$ cat config.mk
export PLATFORM = sky130hd
export DESIGN_NAME = road_segment_point_sampler_unit
export DESIGN_NICKNAME = d
export VERILOG_FILES = /design/src/hdl/rsps_pkg.sv /design/src/hdl/road_segment_point_sampler_unit.sv
export SDC_FILE = /design/constraint.sdc
export NUM_CORES = 2
export LEC_CHECK = 0
export BUFFER_PORTS_ARGS = -buffer_cell sky130_fd_sc_hd__buf_2
export CORE_MARGIN = 8
export CORE_UTILIZATION = 64
export CTS_CLUSTER_DIAMETER = 120
export DETAILED_ROUTE_END_ITERATION = 12
export PLACE_DENSITY_LB_ADDON = 0.15
export SYNTH_ARGS = -nofsm -noshare
export SYNTH_HDL_FRONTEND = slang
export SYNTH_SLANG_ARGS = --single-unit
$ cat constraint.sdc
create_clock -name clk -period 11 [get_ports clk]
set_clock_uncertainty 0.2 [all_clocks]
set_input_delay 1.1 -clock clk [delete_from_list [all_inputs] [get_ports clk]]
set_output_delay 1.1 -clock clk [all_outputs]
set_load 0.1 [all_outputs]
$ cat src/hdl/rsps_pkg.sv
// ----------------------------------------------------------------------------
// Road segment point sampler package
// Shared constants, the arctangent table and the sequencer state type.
// ----------------------------------------------------------------------------
package rsps_pkg;

	localparam int MAX_POINTS_DEF  = 64;
	localparam int ANGLE_ITER_DEF  = 16;
	localparam int TABLE_LEN       = 24;

	localparam int MUL_AW = 48;
	localparam int MUL_BW = 40;
	localparam int MUL_PW = 88;
	localparam int DIV_NW = 34;
	localparam int DIV_DW = 24;

	localparam logic [15:0] STEP_RESET = 16'd1000;
	localparam logic [33:0] GAIN_Q30   = 34'd652032874;
	localparam logic [38:0] INV_PI_Q40 = 39'd349985421133;
	localparam logic [15:0] RECIP6_Q18 = 16'd43691;

	localparam logic [0:0] REG_SAMPLE_STEP = 1'b0;

	typedef enum logic [19:0] {
		S_IDLE = 20'b0000_0000_0000_0000_0001,
		S_DIVL = 20'b0000_0000_0000_0000_0010,
		S_CNT  = 20'b0000_0000_0000_0000_0100,
		S_PT   = 20'b0000_0000_0000_0000_1000,
		S_M1   = 20'b0000_0000_0000_0001_0000,
		S_M2   = 20'b0000_0000_0000_0010_0000,
		S_M3   = 20'b0000_0000_0000_0100_0000,
		S_M4   = 20'b0000_0000_0000_1000_0000,
		S_SA   = 20'b0000_0000_0001_0000_0000,
		S_CR1  = 20'b0000_0000_0010_0000_0000,
		S_DVL  = 20'b0000_0000_0100_0000_0000,
		S_DIV2 = 20'b0000_0000_1000_0000_0000,
		S_CR2  = 20'b0000_0001_0000_0000_0000,
		S_M5L  = 20'b0000_0010_0000_0000_0000,
		S_M5   = 20'b0000_0100_0000_0000_0000,
		S_M5R  = 20'b0000_1000_0000_0000_0000,
		S_M6   = 20'b0001_0000_0000_0000_0000,
		S_M6R  = 20'b0010_0000_0000_0000_0000,
		S_SUM  = 20'b0100_0000_0000_0000_0000,
		S_EMIT = 20'b1000_0000_0000_0000_0000
	} state_t;

	// Arctangent of 2^-i as a fraction of a full turn, 2^32 units per turn.
	function automatic logic [33:0] atan_turn(input logic [4:0] idx);
		logic [33:0] v;
		begin
			case (idx)
				5'd0:  v = 34'd536870912;
				5'd1:  v = 34'd316933406;
				5'd2:  v = 34'd167458907;
				5'd3:  v = 34'd85004756;
				5'd4:  v = 34'd42667331;
				5'd5:  v = 34'd21354465;
				5'd6:  v = 34'd10679838;
				5'd7:  v = 34'd5340245;
				5'd8:  v = 34'd2670163;
				5'd9:  v = 34'd1335087;
				5'd10: v = 34'd667544;
				5'd11: v = 34'd333772;
				5'd12: v = 34'd166886;
				5'd13: v = 34'd83443;
				5'd14: v = 34'd41722;
				5'd15: v = 34'd20861;
				5'd16: v = 34'd10430;
				5'd17: v = 34'd5215;
				5'd18: v = 34'd2608;
				5'd19: v = 34'd1304;
				5'd20: v = 34'd652;
				5'd21: v = 34'd326;
				5'd22: v = 34'd163;
				5'd23: v = 34'd81;
				default: v = 34'd0;
			endcase
			return v;
		end
	endfunction

endpackage

$ cat src/hdl/road_segment_point_sampler_unit.sv
// Per segment, set-up is a 34-step division of the length by the step; each
// point is then worked out on the shared units, an arc whose half angle is not
// small taking two rotations and one 34-step division, and each point waits at
// the output for as long as tready is held low.
// Throughput: one segment at a time; the input stays not ready until the last
// point of the segment has been taken. Reset clears the sequencer, the output
// valid and sets sample_step to 1000; no memory needs clearing.
// ----------------------------------------------------------------------------
// Road segment point sampler
// Samples a straight line or a circular arc at a fixed step and emits the
// points with a small sequencer driving a radix-16 multiplier, a restoring
// divider and a rotation unit, one step each per cycle.
// ----------------------------------------------------------------------------
module road_segment_point_sampler_unit #(
	parameter int MAX_POINTS       = rsps_pkg::MAX_POINTS_DEF,
	parameter int ANGLE_ITERATIONS = rsps_pkg::ANGLE_ITER_DEF
) (
	input  logic         clk,
	input  logic         arst_n,
	// Input segment stream.
	input  logic         s_tvalid,
	output logic         s_tready,
	input  logic [127:0] s_tdata,  // start_x, start_y, heading, seg_length, curvature
	input  logic [0:0]   s_tuser,  // req_type
	// Output point stream.
	output logic         m_tvalid,
	input  logic         m_tready,
	output logic [63:0]  m_tdata,  // point_x, point_y
	output logic         m_tlast,  // last
	output logic [0:0]   m_tuser,  // truncated
	// Configuration port.
	input  logic         psel,
	input  logic         penable,
	input  logic         pwrite,
	input  logic [2:0]   paddr,
	input  logic [31:0]  pwdata,
	output logic [31:0]  prdata,
	output logic         pready
);
	import rsps_pkg::*;

	// Point counter wide enough to hold the cap itself.
	localparam int CW = $clog2(MAX_POINTS + 1);

	state_t state_q;

	// Configuration register.
	logic [15:0] step_q;
	logic [15:0] step_eff;

	// Segment held for the duration of its transactions.
	logic               arc_q;
	logic signed [31:0] x0_q, y0_q;
	logic [15:0]        head_q;
	logic [23:0]        len_q;
	logic               kneg_q;
	logic [23:0]        kmag_q;

	logic [23:0]   whole_q;
	logic          remnz_q;
	logic [CW-1:0] count_q, idx_q;
	logic          cut_q;
	logic [24:0]   sacc_q;
	logic [23:0]   s_q;
	logic [47:0]   mag_q;
	logic [31:0]   phi_q, theta_q;
	logic signed [35:0] a_q;
	logic          aneg_q;
	logic          mneg_q;
	logic signed [39:0] dx_q, dy_q;

	// Shared units.
	logic [5:0]          cnt_q;
	logic [MUL_AW-1:0]   ma_q;
	logic [MUL_BW-1:0]   mb_q;
	logic [MUL_PW-1:0]   acc_q;
	logic [3:0]          mnd_q;
	logic [DIV_NW-1:0]   dn_q;
	logic [DIV_DW-1:0]   dr_q, dd_q;
	logic signed [33:0]  cx_q, cy_q, cz_q;
	logic [1:0]          cquad_q;

	// Output register.
	logic               m_tvalid_q;
	logic signed [31:0] px_q, py_q;
	logic               last_q, trunc_q;

	// ------------------------------------------------------------------
	// Configuration port: writes complete in the access phase, no wait states.
	// ------------------------------------------------------------------
	assign pready = 1'b1;
	assign prdata = (paddr[2] == REG_SAMPLE_STEP) ? {16'd0, step_q} : 32'd0;

	always_ff @(posedge clk or negedge arst_n) begin
		if (!arst_n) begin
			step_q <= STEP_RESET;
		end else if (psel && penable && pwrite && pready && paddr[2] == REG_SAMPLE_STEP) begin
			step_q <= pwdata[15:0];
		end
	end

	// A step of zero is taken as one millimetre.
	assign step_eff = (step_q == 16'd0) ? 16'd1 : step_q;

	// ------------------------------------------------------------------
	// Multiplier: unsigned, one four-bit digit of the left-aligned operand
	// per cycle, most significant first.
	// ------------------------------------------------------------------
	logic [MUL_PW-1:0] acc_n;
	logic [43:0]       mdig;
	logic              mul_done;

	assign mdig     = ma_q[MUL_AW-1 -: 4] * mb_q;
	assign acc_n    = {acc_q[MUL_PW-5:0], 4'd0} + {{(MUL_PW-44){1'b0}}, mdig};
	assign mul_done = (cnt_q[3:0] == mnd_q - 4'd1);

	// ------------------------------------------------------------------
	// Divider: restoring, one quotient bit per cycle.
	// ------------------------------------------------------------------
	logic [DIV_DW:0]   rem_sh;
	logic [DIV_DW+1:0] rem_diff;
	logic              qbit;
	logic [DIV_DW-1:0] dr_n;
	logic [DIV_NW-1:0] dn_n;
	logic              div_done;

	assign rem_sh   = {dr_q, dn_q[DIV_NW-1]};
	assign rem_diff = {1'b0, rem_sh} - {2'b00, dd_q};
	assign qbit     = !rem_diff[DIV_DW+1];
	assign dr_n     = qbit ? rem_diff[DIV_DW-1:0] : rem_sh[DIV_DW-1:0];
	assign dn_n     = {dn_q[DIV_NW-2:0], qbit};
	assign div_done = (cnt_q == 6'(DIV_NW - 1));

	// ------------------------------------------------------------------
	// Rotation unit: one shift-and-add step per cycle, quadrant folded in
	// on the way in and undone on the way out.
	// ------------------------------------------------------------------
	logic signed [33:0] sh_x, sh_y, at_w, cx_n, cy_n, cz_n;
	logic signed [33:0] cos_w, sin_w;
	logic               cor_done;

	assign sh_x     = cx_q >>> cnt_q[4:0];
	assign sh_y     = cy_q >>> cnt_q[4:0];
	assign at_w     = $signed(atan_turn(cnt_q[4:0]));
	assign cx_n     = cz_q[33] ? cx_q + sh_y : cx_q - sh_y;
	assign cy_n     = cz_q[33] ? cy_q - sh_x : cy_q + sh_x;
	assign cz_n     = cz_q[33] ? cz_q + at_w : cz_q - at_w;
	assign cor_done = (cnt_q == 6'(ANGLE_ITERATIONS - 1));

	always_comb begin
		case (cquad_q)
			2'd0: begin
				cos_w = cx_q;
				sin_w = cy_q;
			end
			2'd1: begin
				cos_w = -cy_q;
				sin_w = cx_q;
			end
			2'd2: begin
				cos_w = -cx_q;
				sin_w = -cy_q;
			end
			default: begin
				cos_w = cy_q;
				sin_w = -cx_q;
			end
		endcase
	end

	// Angle presented to the rotation unit on load: the heading once the
	// chord is known, otherwise the half angle for the chord division.
	logic [31:0] rot_ang;
	logic [31:0] rot_bias;
	logic [1:0]  rot_quad;
	logic [31:0] rot_res;

	always_comb begin
		rot_ang  = aneg_q ? theta_q : phi_q;
		rot_bias = rot_ang + 32'h2000_0000;
		rot_quad = rot_bias[31:30];
		rot_res  = rot_ang - {rot_quad, 30'd0};
	end

	// ------------------------------------------------------------------
	// Datapath helpers.
	// ------------------------------------------------------------------
	logic [24:0]        total_w;
	logic [23:0]        s_w;
	logic [31:0]        r_w, phi_w, theta_w;
	logic [13:0]        v6_w;
	logic [29:0]        corr_w;
	logic [34:0]        ps2_w;
	logic [33:0]        psmag_w;
	logic signed [35:0] q_w;
	logic [35:0]        amag_w;
	logic [33:0]        cmag_w, smag_w;
	logic [68:0]        prod_w;
	logic signed [69:0] sp_w, rnd_w;
	logic signed [40:0] sumx_w, sumy_w;
	logic signed [31:0] satx_w, saty_w;
	logic [31:0]        head32_w;

	assign head32_w = {head_q, 16'd0};
	assign total_w  = {1'b0, whole_q} + 25'd1 + {24'd0, remnz_q};
	assign s_w      = ({{(24-CW){1'b0}}, idx_q} <= whole_q) ? sacc_q[23:0] : len_q;
	assign r_w      = acc_n[71:40];
	assign phi_w    = kneg_q ? 32'd0 - r_w : r_w;
	assign theta_w  = head32_w + phi_w;
	assign v6_w     = acc_q[43:30];
	assign corr_w   = 30'((v6_w * RECIP6_Q18) >> 18);
	assign ps2_w    = {sin_w, 1'b0};
	assign psmag_w  = ps2_w[34] ? 34'(-ps2_w) : ps2_w[33:0];
	assign q_w      = aneg_q ? -$signed({2'b00, dn_n}) : $signed({2'b00, dn_n});
	assign amag_w   = a_q[35] ? 36'(-a_q) : a_q;
	assign cmag_w   = cos_w[33] ? 34'(-cos_w) : cos_w;
	assign smag_w   = sin_w[33] ? 34'(-sin_w) : sin_w;
	assign prod_w   = acc_q[68:0];
	assign sp_w     = mneg_q ? -$signed({1'b0, prod_w}) : $signed({1'b0, prod_w});
	assign rnd_w    = sp_w + 70'sd536870912;
	assign sumx_w   = {{9{x0_q[31]}}, x0_q} + {dx_q[39], dx_q};
	assign sumy_w   = {{9{y0_q[31]}}, y0_q} + {dy_q[39], dy_q};

	always_comb begin
		if (sumx_w > 41'sd2147483647) begin
			satx_w = 32'sh7FFF_FFFF;
		end else if (sumx_w < -41'sd2147483648) begin
			satx_w = 32'sh8000_0000;
		end else begin
			satx_w = sumx_w[31:0];
		end
		if (sumy_w > 41'sd2147483647) begin
			saty_w = 32'sh7FFF_FFFF;
		end else if (sumy_w < -41'sd2147483648) begin
			saty_w = 32'sh8000_0000;
		end else begin
			saty_w = sumy_w[31:0];
		end
	end

	// ------------------------------------------------------------------
	// Sequencer and unit registers.
	// ------------------------------------------------------------------
	assign s_tready = (state_q == S_IDLE);

	always_ff @(posedge clk or negedge arst_n) begin
		if (!arst_n) begin
			state_q    <= S_IDLE;
			m_tvalid_q <= 1'b0;
		end else begin
			case (state_q)
				S_IDLE: begin
					if (s_tvalid) begin
						arc_q   <= s_tuser[0];
						x0_q    <= s_tdata[31:0];
						y0_q    <= s_tdata[63:32];
						head_q  <= s_tdata[79:64];
						len_q   <= s_tdata[103:80];
						kneg_q  <= s_tdata[127];
						kmag_q  <= s_tdata[127] ? 24'd0 - s_tdata[127:104] : s_tdata[127:104];
						dn_q    <= {10'd0, s_tdata[103:80]};
						dr_q    <= '0;
						dd_q    <= {8'd0, step_eff};
						cnt_q   <= '0;
						state_q <= S_DIVL;
					end
				end
				S_DIVL: begin
					dn_q  <= dn_n;
					dr_q  <= dr_n;
					cnt_q <= cnt_q + 6'd1;
					if (div_done) begin
						whole_q <= dn_n[23:0];
						remnz_q <= (dr_n != '0);
						state_q <= S_CNT;
					end
				end
				S_CNT: begin
					cut_q   <= total_w > 25'(MAX_POINTS);
					count_q <= (total_w > 25'(MAX_POINTS)) ? CW'(MAX_POINTS) : total_w[CW-1:0];
					idx_q   <= '0;
					sacc_q  <= '0;
					state_q <= S_PT;
				end
				S_PT: begin
					s_q    <= s_w;
					sacc_q <= sacc_q + {9'd0, step_eff};
					cnt_q  <= '0;
					if (arc_q && kmag_q != 24'd0) begin
						ma_q    <= {s_w, 24'd0};
						mb_q    <= {16'd0, kmag_q};
						acc_q   <= '0;
						mnd_q   <= 4'd6;
						state_q <= S_M1;
					end else begin
						// A line or a zero-curvature arc: the chord is the path length itself.
						a_q     <= {12'd0, s_w};
						theta_q <= head32_w;
						aneg_q  <= 1'b1;
						mneg_q  <= 1'b0;
						state_q <= S_SA;
					end
				end
				S_M1: begin
					acc_q <= acc_n;
					ma_q  <= {ma_q[MUL_AW-5:0], 4'd0};
					cnt_q <= cnt_q + 6'd1;
					if (mul_done) begin
						mag_q   <= acc_n[47:0];
						ma_q    <= acc_n[47:0];
						mb_q    <= {1'b0, INV_PI_Q40};
						acc_q   <= '0;
						mnd_q   <= 4'd12;
						cnt_q   <= '0;
						state_q <= S_M2;
					end
				end
				S_M2: begin
					acc_q <= acc_n;
					ma_q  <= {ma_q[MUL_AW-5:0], 4'd0};
					cnt_q <= cnt_q + 6'd1;
					if (mul_done) begin
						phi_q   <= phi_w;
						theta_q <= theta_w;
						cnt_q   <= '0;
						if (mag_q < 48'h400_0000) begin
							ma_q    <= {3'd0, mag_q[25:1], 20'd0};
							mb_q    <= {15'd0, mag_q[25:1]};
							acc_q   <= '0;
							mnd_q   <= 4'd7;
							state_q <= S_M3;
						end else begin
							aneg_q  <= 1'b0;
							state_q <= S_SA;
						end
					end
				end
				S_M3: begin
					acc_q <= acc_n;
					ma_q  <= {ma_q[MUL_AW-5:0], 4'd0};
					cnt_q <= cnt_q + 6'd1;
					if (mul_done) begin
						ma_q    <= {s_q, 24'd0};
						mb_q    <= {20'd0, acc_n[49:30]};
						acc_q   <= '0;
						mnd_q   <= 4'd6;
						cnt_q   <= '0;
						state_q <= S_M4;
					end
				end
				S_M4: begin
					acc_q <= acc_n;
					ma_q  <= {ma_q[MUL_AW-5:0], 4'd0};
					cnt_q <= cnt_q + 6'd1;
					if (mul_done) begin
						aneg_q  <= 1'b1;
						a_q     <= '0;
						cnt_q   <= '0;
						state_q <= S_SA;
						mneg_q  <= 1'b1;
					end
				end
				S_SA: begin
					// Rotation set-up: either the chord is known (a line, a small arc whose
					// chord is finished here, or after the division) and the heading is rotated,
					// or the half angle is rotated first for the chord division.
					cx_q    <= $signed(GAIN_Q30);
					cy_q    <= '0;
					cz_q    <= {{2{rot_res[31]}}, rot_res};
					cquad_q <= rot_quad;
					cnt_q   <= '0;
					if (aneg_q) begin
						if (mneg_q) begin
							a_q <= {12'd0, s_q} - {6'd0, corr_w};
						end
						state_q <= S_CR2;
					end else begin
						state_q <= S_CR1;
					end
					mneg_q <= 1'b0;
				end
				S_CR1: begin
					cx_q  <= cx_n;
					cy_q  <= cy_n;
					cz_q  <= cz_n;
					cnt_q <= cnt_q + 6'd1;
					if (cor_done) begin
						state_q <= S_DVL;
					end
				end
				S_DVL: begin
					aneg_q  <= sin_w[33] ^ kneg_q;
					dn_q    <= psmag_w;
					dr_q    <= '0;
					dd_q    <= kmag_q;
					cnt_q   <= '0;
					state_q <= S_DIV2;
				end
				S_DIV2: begin
					dn_q  <= dn_n;
					dr_q  <= dr_n;
					cnt_q <= cnt_q + 6'd1;
					if (div_done) begin
						a_q     <= q_w;
						aneg_q  <= 1'b1;
						mneg_q  <= 1'b0;
						state_q <= S_SA;
					end
				end
				S_CR2: begin
					cx_q  <= cx_n;
					cy_q  <= cy_n;
					cz_q  <= cz_n;
					cnt_q <= cnt_q + 6'd1;
					if (cor_done) begin
						state_q <= S_M5L;
					end
				end
				S_M5L: begin
					ma_q    <= {amag_w, 12'd0};
					mb_q    <= {6'd0, cmag_w};
					mneg_q  <= a_q[35] ^ cos_w[33];
					acc_q   <= '0;
					mnd_q   <= 4'd9;
					cnt_q   <= '0;
					state_q <= S_M5;
				end
				S_M5: begin
					acc_q <= acc_n;
					ma_q  <= {ma_q[MUL_AW-5:0], 4'd0};
					cnt_q <= cnt_q + 6'd1;
					if (mul_done) begin
						state_q <= S_M5R;
					end
				end
				S_M5R: begin
					dx_q    <= rnd_w[69:30];
					ma_q    <= {amag_w, 12'd0};
					mb_q    <= {6'd0, smag_w};
					mneg_q  <= a_q[35] ^ sin_w[33];
					acc_q   <= '0;
					cnt_q   <= '0;
					state_q <= S_M6;
				end
				S_M6: begin
					acc_q <= acc_n;
					ma_q  <= {ma_q[MUL_AW-5:0], 4'd0};
					cnt_q <= cnt_q + 6'd1;
					if (mul_done) begin
						state_q <= S_M6R;
					end
				end
				S_M6R: begin
					dy_q    <= rnd_w[69:30];
					state_q <= S_SUM;
				end
				S_SUM: begin
					px_q       <= satx_w;
					py_q       <= saty_w;
					last_q     <= (idx_q == count_q - CW'(1));
					trunc_q    <= cut_q;
					m_tvalid_q <= 1'b1;
					state_q    <= S_EMIT;
				end
				S_EMIT: begin
					if (m_tready) begin
						m_tvalid_q <= 1'b0;
						if (last_q) begin
							state_q <= S_IDLE;
						end else begin
							idx_q   <= idx_q + CW'(1);
							state_q <= S_PT;
						end
					end
				end
				default: begin
					state_q    <= S_IDLE;
					m_tvalid_q <= 1'b0;
				end
			endcase
		end
	end

	assign m_tvalid = m_tvalid_q;
	assign m_tdata  = {py_q, px_q};
	assign m_tlast  = last_q;
	assign m_tuser  = trunc_q;

endmodule

[After elaboration in Yosys (flattened, before gate mapping)]
Memories as Yosys holds them, arrays and structs flattened. A register that Yosys moved wholly into a read port is not among the register bits.
Index checks and enable logic that the tools add are counted.
Operators by class
  bitwise gates (word level): 5
  equal/unequal tests: 45
  multiply operators: 2
  shift-type cells: 2
  magnitude comparators: 7
  reductions and logical operators: 58
  add/subtract/negate cells: 32
  mux-type cells: 97
Operators by type and width (count)
  one-hot mux 20 bit (20 select lines): 1
  one-hot mux 69 bit (5 select lines): 1
  one-hot mux 34 bit (3 select lines): 3
  one-hot mux 48 bit (6 select lines): 1
  two-way mux 69 bit: 4
  two-way mux 36 bit: 7
  two-way mux 20 bit: 12
  two-way mux 48 bit: 5
  one-hot mux 40 bit (6 select lines): 1
  two-way mux 34 bit: 7
  one-hot mux 34 bit (2 select lines): 3
  two-way mux 40 bit: 5
  two-way mux 32 bit: 6
  negator 34 bit: 5
  one-hot mux 36 bit (4 select lines): 1
  adder 34 bit: 3
  subtractor 34 bit: 3
  two-way mux 24 bit: 4
  adder 32 x 40 -> 41 bit: 2
  > comparator 41 x 32 -> 1 bit (second input constant): 2
  < comparator 41 x 32 -> 1 bit (second input constant): 2
  adder 72 x 44 -> 72 bit: 1
  one-hot mux 24 bit (3 select lines): 1
  adder 70 x 31 -> 70 bit (second input constant): 1
  93 further kinds: 167
Word-level totals
  logic and storage cells: 291
  flip-flop bits (word level): 905
  memories: 1
  bits of input ports: 171
  bits in read-only memories: 960
  output and inout port bits: 101
Memories
  (no name shown): words 32, width 30, rd ports 1, clocked after Yosys merged registers in 1, wr ports 0, RTL line rsps_pkg.sv:51  | case (idx)

[Depth between registers and ports, before layout]
  depth in word-level cells: 7
  mapped depth: 37
  gate-level depth less buffers: 36

[Worst setup path before layout]
Ideal clock, no wire load.
  path type: reg2reg
  from: register ma_q[47]
  to: register theta_q[31] (data pin)
  buffers on the path: 1
  cell stages (with the launch flop): 35
  period minus slack after synthesis: 9110 ps
  arrival time: 8638 ps
  setup slack: 1890 ps
  required time: 10528 ps
  setup time: 272 ps
  cell sequence: edfxtp_1 -> clkbuf_1 -> and2_1 -> fa_1 -> fa_1 -> inv_1 -> fa_1 -> inv_1 -> ha_1 -> nand4_1 -> nor4_2 -> nand3_1 -> o31ai_4 -> o2111ai_4 -> a211oi_1 -> xnor2_1 -> nand2_1 -> nor4_1 -> nand4b_1 -> o21ai_0 -> xor2_1 -> ha_1 -> a21o_1 -> a21oi_1 -> o21bai_1 -> a21oi_1 -> o21bai_1 -> a21oi_1 -> o21a_1 -> o211ai_1 -> a41o_1 -> and3_1 -> o31a_1 -> a2111o_1 -> or4_1
Between the ends
  cells in the longest elaborated chain, start to end: 7
RTL lines
  start: declaration: RTL line road_segment_point_sampler_unit.sv:74  | logic [MUL_AW-1:0] ma_q;
  start signal: assignment: RTL line road_segment_point_sampler_unit.sv:290  | ma_q <= {s_w, 24'd0};
  start signal: assignment: RTL line road_segment_point_sampler_unit.sv:306  | ma_q <= {ma_q[MUL_AW-5:0], 4'd0};
  start signal: assignment: RTL line road_segment_point_sampler_unit.sv:310  | ma_q <= acc_n[47:0];
  multiplier 4 x 40 -> 44 bit *: RTL line road_segment_point_sampler_unit.sv:113  | assign mdig = ma_q[MUL_AW-1 -: 4] * mb_q;
  adder 72 x 44 -> 72 bit *: RTL line road_segment_point_sampler_unit.sv:114  | assign acc_n = {acc_q[MUL_PW-5:0], 4'd0} + {{(MUL_PW-44){1'b0}}, mdig};
  subtractor 1 x 32 -> 32 bit: RTL line road_segment_point_sampler_unit.sv:208  | assign phi_w = kneg_q ? 32'd0 - r_w : r_w;
  two-way mux 32 bit *: RTL line road_segment_point_sampler_unit.sv:208
  via phi_w[17]: RTL line road_segment_point_sampler_unit.sv:190  | logic [31:0] r_w, phi_w, theta_w;
  adder 32 bit *: RTL line road_segment_point_sampler_unit.sv:209  | assign theta_w = head32_w + phi_w;
  two-way mux 32 bit *: RTL line road_segment_point_sampler_unit.sv:322  | if (mul_done) begin
  one-hot mux 32 bit (2 select lines) *: RTL line road_segment_point_sampler_unit.sv:251  | case (state_q)
  end signal: assignment: RTL line road_segment_point_sampler_unit.sv:298  | theta_q <= head32_w;
  end signal: assignment: RTL line road_segment_point_sampler_unit.sv:324  | theta_q <= theta_w;
  end: declaration: RTL line road_segment_point_sampler_unit.sv:66  | logic [31:0] phi_q, theta_q;
The timed path passes the listed nets; every way through them passes the cells marked *. The select of a mux whose other input is x is not followed.
A chain may end at the register's enable or synchronous reset.

[Worst setup path in the final report]
Ends and elaborated chain as after synthesis.

==> run_results.csv <==
group,metric,value,unit
worst_setup_path,worst_setup_path_end_kind,"flop",
power_and_ir_drop,vdd_ir_drop_max,0.185,mV
drt,drcViolationCount,0,
global_routing,grt_pass1_wl,342000,um
worst_setup_path,r2r-end,"theta_q[31]",
drt,first_pass_iters,8,
power_and_ir_drop,clockPowerShare,25.3,%
outcome,outcome,"finished clean",
clock_network,htree_levels,3,
finish,area.growth.synth_to_final,8.35,%
worst_setup_path,r2r_start,"ma_q[47]",
finish,fillerInstances,8728,
drt,viasPerCell,6.66,
sta,worstMarginPinSlew,1.26,ns
clock_network,insertion_delay,0.74,ns
worst_setup_path,critical_path_class,"reg -> reg",
synth,netlist_area,73800,sq um
sta,rsz0062_at_grt,"no",
worst_setup_path,worstPathRequired,11.24,ns
clock_network,cts_tree,"built",
place,dp_hpwl,170000,um
place,gp_congestion,1.04,
sta,slew_headroom,15.6,%
worst_setup_path,critPathMaxFanout,14,
global_routing,grt_max_degree,76,
worst_setup_path,rrSetupSlack,0.58,ns
worst_setup_path,reg2reg_depth,34,
drt,routed_wl,225000,um
hold_path,worstHoldStart,"cut_q",
synth,synth-seq-cells,928,
clock_network,cts_buffers,102,
power_and_ir_drop,p_comb_share,43.1,%
synth,seq_area_frac_synth,37.1,%
floorplanning,io_pins,272,
synth,avgSynthCellArea,9.74,sq um
power_and_ir_drop,netSwitchingFraction,39.2,%
synth,synth_ff_type,"edfxtp_1",
global_routing,grt-ovfl-total,0,
global_routing,antenna_found_initial,10,
sta,period_needed,10.42,ns
sta,setup_tns,0,ns
finish,post-route-util,70.0,%
synth,async_reset_ff_share,3.99,%
power_and_ir_drop,p_sw,5600,uW
floorplanning,die_x,356,um
drt,ant_nets,0,
clock_network,cts.sinks,928,
floorplanning,die-area,126000,sq um
worst_setup_path,cpPeakStageDelay,0.54,ns
worst_setup_path,critPathBufInv,4,
worst_setup_path,cp_top_family,"compound AO/OA/AOI/OAI gates",
hold_path,hold_end,"m_tuser",
sta,finalSetupViolCount,0,
hold_path,min_path_cells,0,
power_and_ir_drop,powerDensity,179,nW/um^2
clock_network,cts_hold_buffers,0,
hold_path,min_path_type,"reg -> reg",
power_and_ir_drop,power_frac_seq,31.6,%
global_routing,grt_pass1_vias,58400,
sta,slew_violations,0,
floorplanning,std_cell_rows,124,
floorplanning,die_h,356,um
drt,drt_iter0_markers,7925,
floorplanning,start_util,64.6,%
power_and_ir_drop,cellLeakagePower,0.0311,uW
synth,synth_top_cell_by_area,"edfxtp_1",
worst_setup_path,crit_slowest_cell,"fa_1",
floorplanning,core_area,114000,sq um
clock_network,cts_buffer_depth,3,
synth,yosys.area.top_type_share,35.0,%
synth,ys_warn_count,0,
sta,fmax,95.9,MHz
drt,wl_per_cell,24.3,um
place,port_buffers,236,
power_and_ir_drop,p_int,8700,uW
worst_setup_path,cp-start-kind,"flop",
clock_network,clkTransAtPathRegs,0.06,ns
finish,nets,8431,
flow_run,maxCapViolCount,0,
synth,syn_inst,7581,
worst_setup_path,arrival,10.66,ns
clock_network,clock-root-buffer,"clkbuf_16",
global_routing,grt.total_usage,34.3,%
sta,hold_ws,0.235,ns
synth,synth.distinct_cells,102,
finish,stdcell_area,80000,sq um
drt,num_vias,61600,
synth,synth_edf_count,861,
finish,layout-drive-gt1-share,10.8,%
sta,period_share,94.7,%
sta,hold_viol,0,
place,dpl_cell_area,76300,sq um
synth,synthTopCellsByArea,"edfxtp_1 (35%), ha_1 (7.5%), xnor2_1 (4.9%), fa_1 (4.5%), mux4_2 (4.0%)",
## flip-flops by register name, summed over array words and instances, names as in the netlist, 30 cells and up
register,flops
acc_q,69
ma_q,48
mag_q,47
dx_q,40
dy_q,40
a_q,36
mb_q,35
cx_q,34
cy_q,34
cz_q,34
dn_q,34
phi_q,32
px_q,32
py_q,32
theta_q,32
x0_q,32
y0_q,32
at_w,30
## kinds of logic (layout without fill, tap and decap cells)
family | Yosys count | after routing | share of synthesized area [%]
other | 2 | 24 | 0.0102
buffers and inverters | 866 | 1011 | 4.56
xor gates and xnor gates | 689 | 689 | 8.17
muxes | 290 | 290 | 6.29
and+or+nand+nor | 2360 | 2360 | 15.8
AOI/OAI and AO/OA | 1838 | 1838 | 16.1
DFF | 928 | 928 | 37.1
adders and majority gates | 608 | 608 | 12.0
## cell type report
class	count	area, sq um	area share, %
multi-input combinational	5802	43300	54.1
sequential	928	27400	34.2
clock buffer	120	2670	3.34
timing repair buffer	349	2090	2.61
tap	1512	1890	2.37
inverter	469	1760	2.20
clock inverter	73	855	1.07
antenna	7	17.5	0.0219
## metrics by stage
stage               worst slack (ns)  cells  power [uW]
floorplan                       1.89   7596        9010
global placement               0.575   9050       10400
detailed placement             0.234   9050       10500
CTS                            0.196   9243       14200
global route                   0.103   9253       15000
finish                         0.578   9260       14300
## worst max-delay path by stage
| stage | from | cells after the start | slack [ns] | to |
|---|---|---|---|---|
| floorplan | ma_q[47] | 34 | 1.89 | theta_q[31] |
| global placement | ma_q[47] | 32 | 0.57 | theta_q[31] |
| detailed placement | ma_q[46] | 32 | 0.23 | theta_q[31] |
| CTS | ma_q[45] | 32 | 0.20 | theta_q[31] |
| global route | ma_q[44] | 30 | 0.10 | theta_q[31] |
| finish | ma_q[47] | 34 | 0.58 | theta_q[31] |
## synthesized netlist by cell type, drive strengths merged (116+ instances only)
cell type and number:
edfxtp 861, nor2 608, nand2 604, o21ai 516, inv 467, a21oi 448
ha 442, xnor2 416, clkbuf 314, xor2 273, and2 223, fa 166
nor3 160, nand3 136, mux4 132, a21o 116
## metal layers
metal	track usage, %	routed length (um)	vias to the layer above
met5	0	78	-
met4	15.3	11700	12
met3	7.27	24500	582
met2	53.2	100000	3434
met1	46.5	88400	29700
li1	-	-	27900
## layout by cell type, fill, tap and decap left out, types with 69 or more instances in the layout
| cell | count |
|---|---|
| or3_1 | 74 |
| clkbuf_16 | 104 |
| nor2_1 | 598 |
| mux2_2 | 71 |
| o31ai_1 | 69 |
| fa_1 | 166 |
| and2_1 | 220 |
| nand2b_1 | 82 |
| nand3_1 | 136 |
| buf_2 | 236 |
| mux4_2 | 132 |
| nor4_1 | 72 |
| nor2b_1 | 71 |
| inv_1 | 462 |
| a21oi_1 | 438 |
| xor2_1 | 273 |
| xnor2_1 | 416 |
| mux2i_1 | 87 |
| buf_4 | 106 |
| ha_1 | 442 |
| nor3_1 | 158 |
| nand2_1 | 602 |
| a21o_1 | 116 |
| edfxtp_1 | 861 |
| o21ai_0 | 506 |
## repair_timing
| action | CTS | global route |
|---|---|---|
| resized for setup | 0 | 1 |
| setup endpoints to repair | 0 | 3 |
| setup buffers | 0 | 10 |
## power by group through the flow
stage	Sequential [uW]	Combinational, uW	Clock, uW
6_report	4520	6160	3620
3_3_place_gp	4570	5850	0
4_1_cts	4500	6040	3650
2_1_floorplan	4470	4550	0
5_1_grt	4530	6710	3770
3_5_place_dp	4570	5980	0
Note: power is estimated with default switching activity, not from simulation.
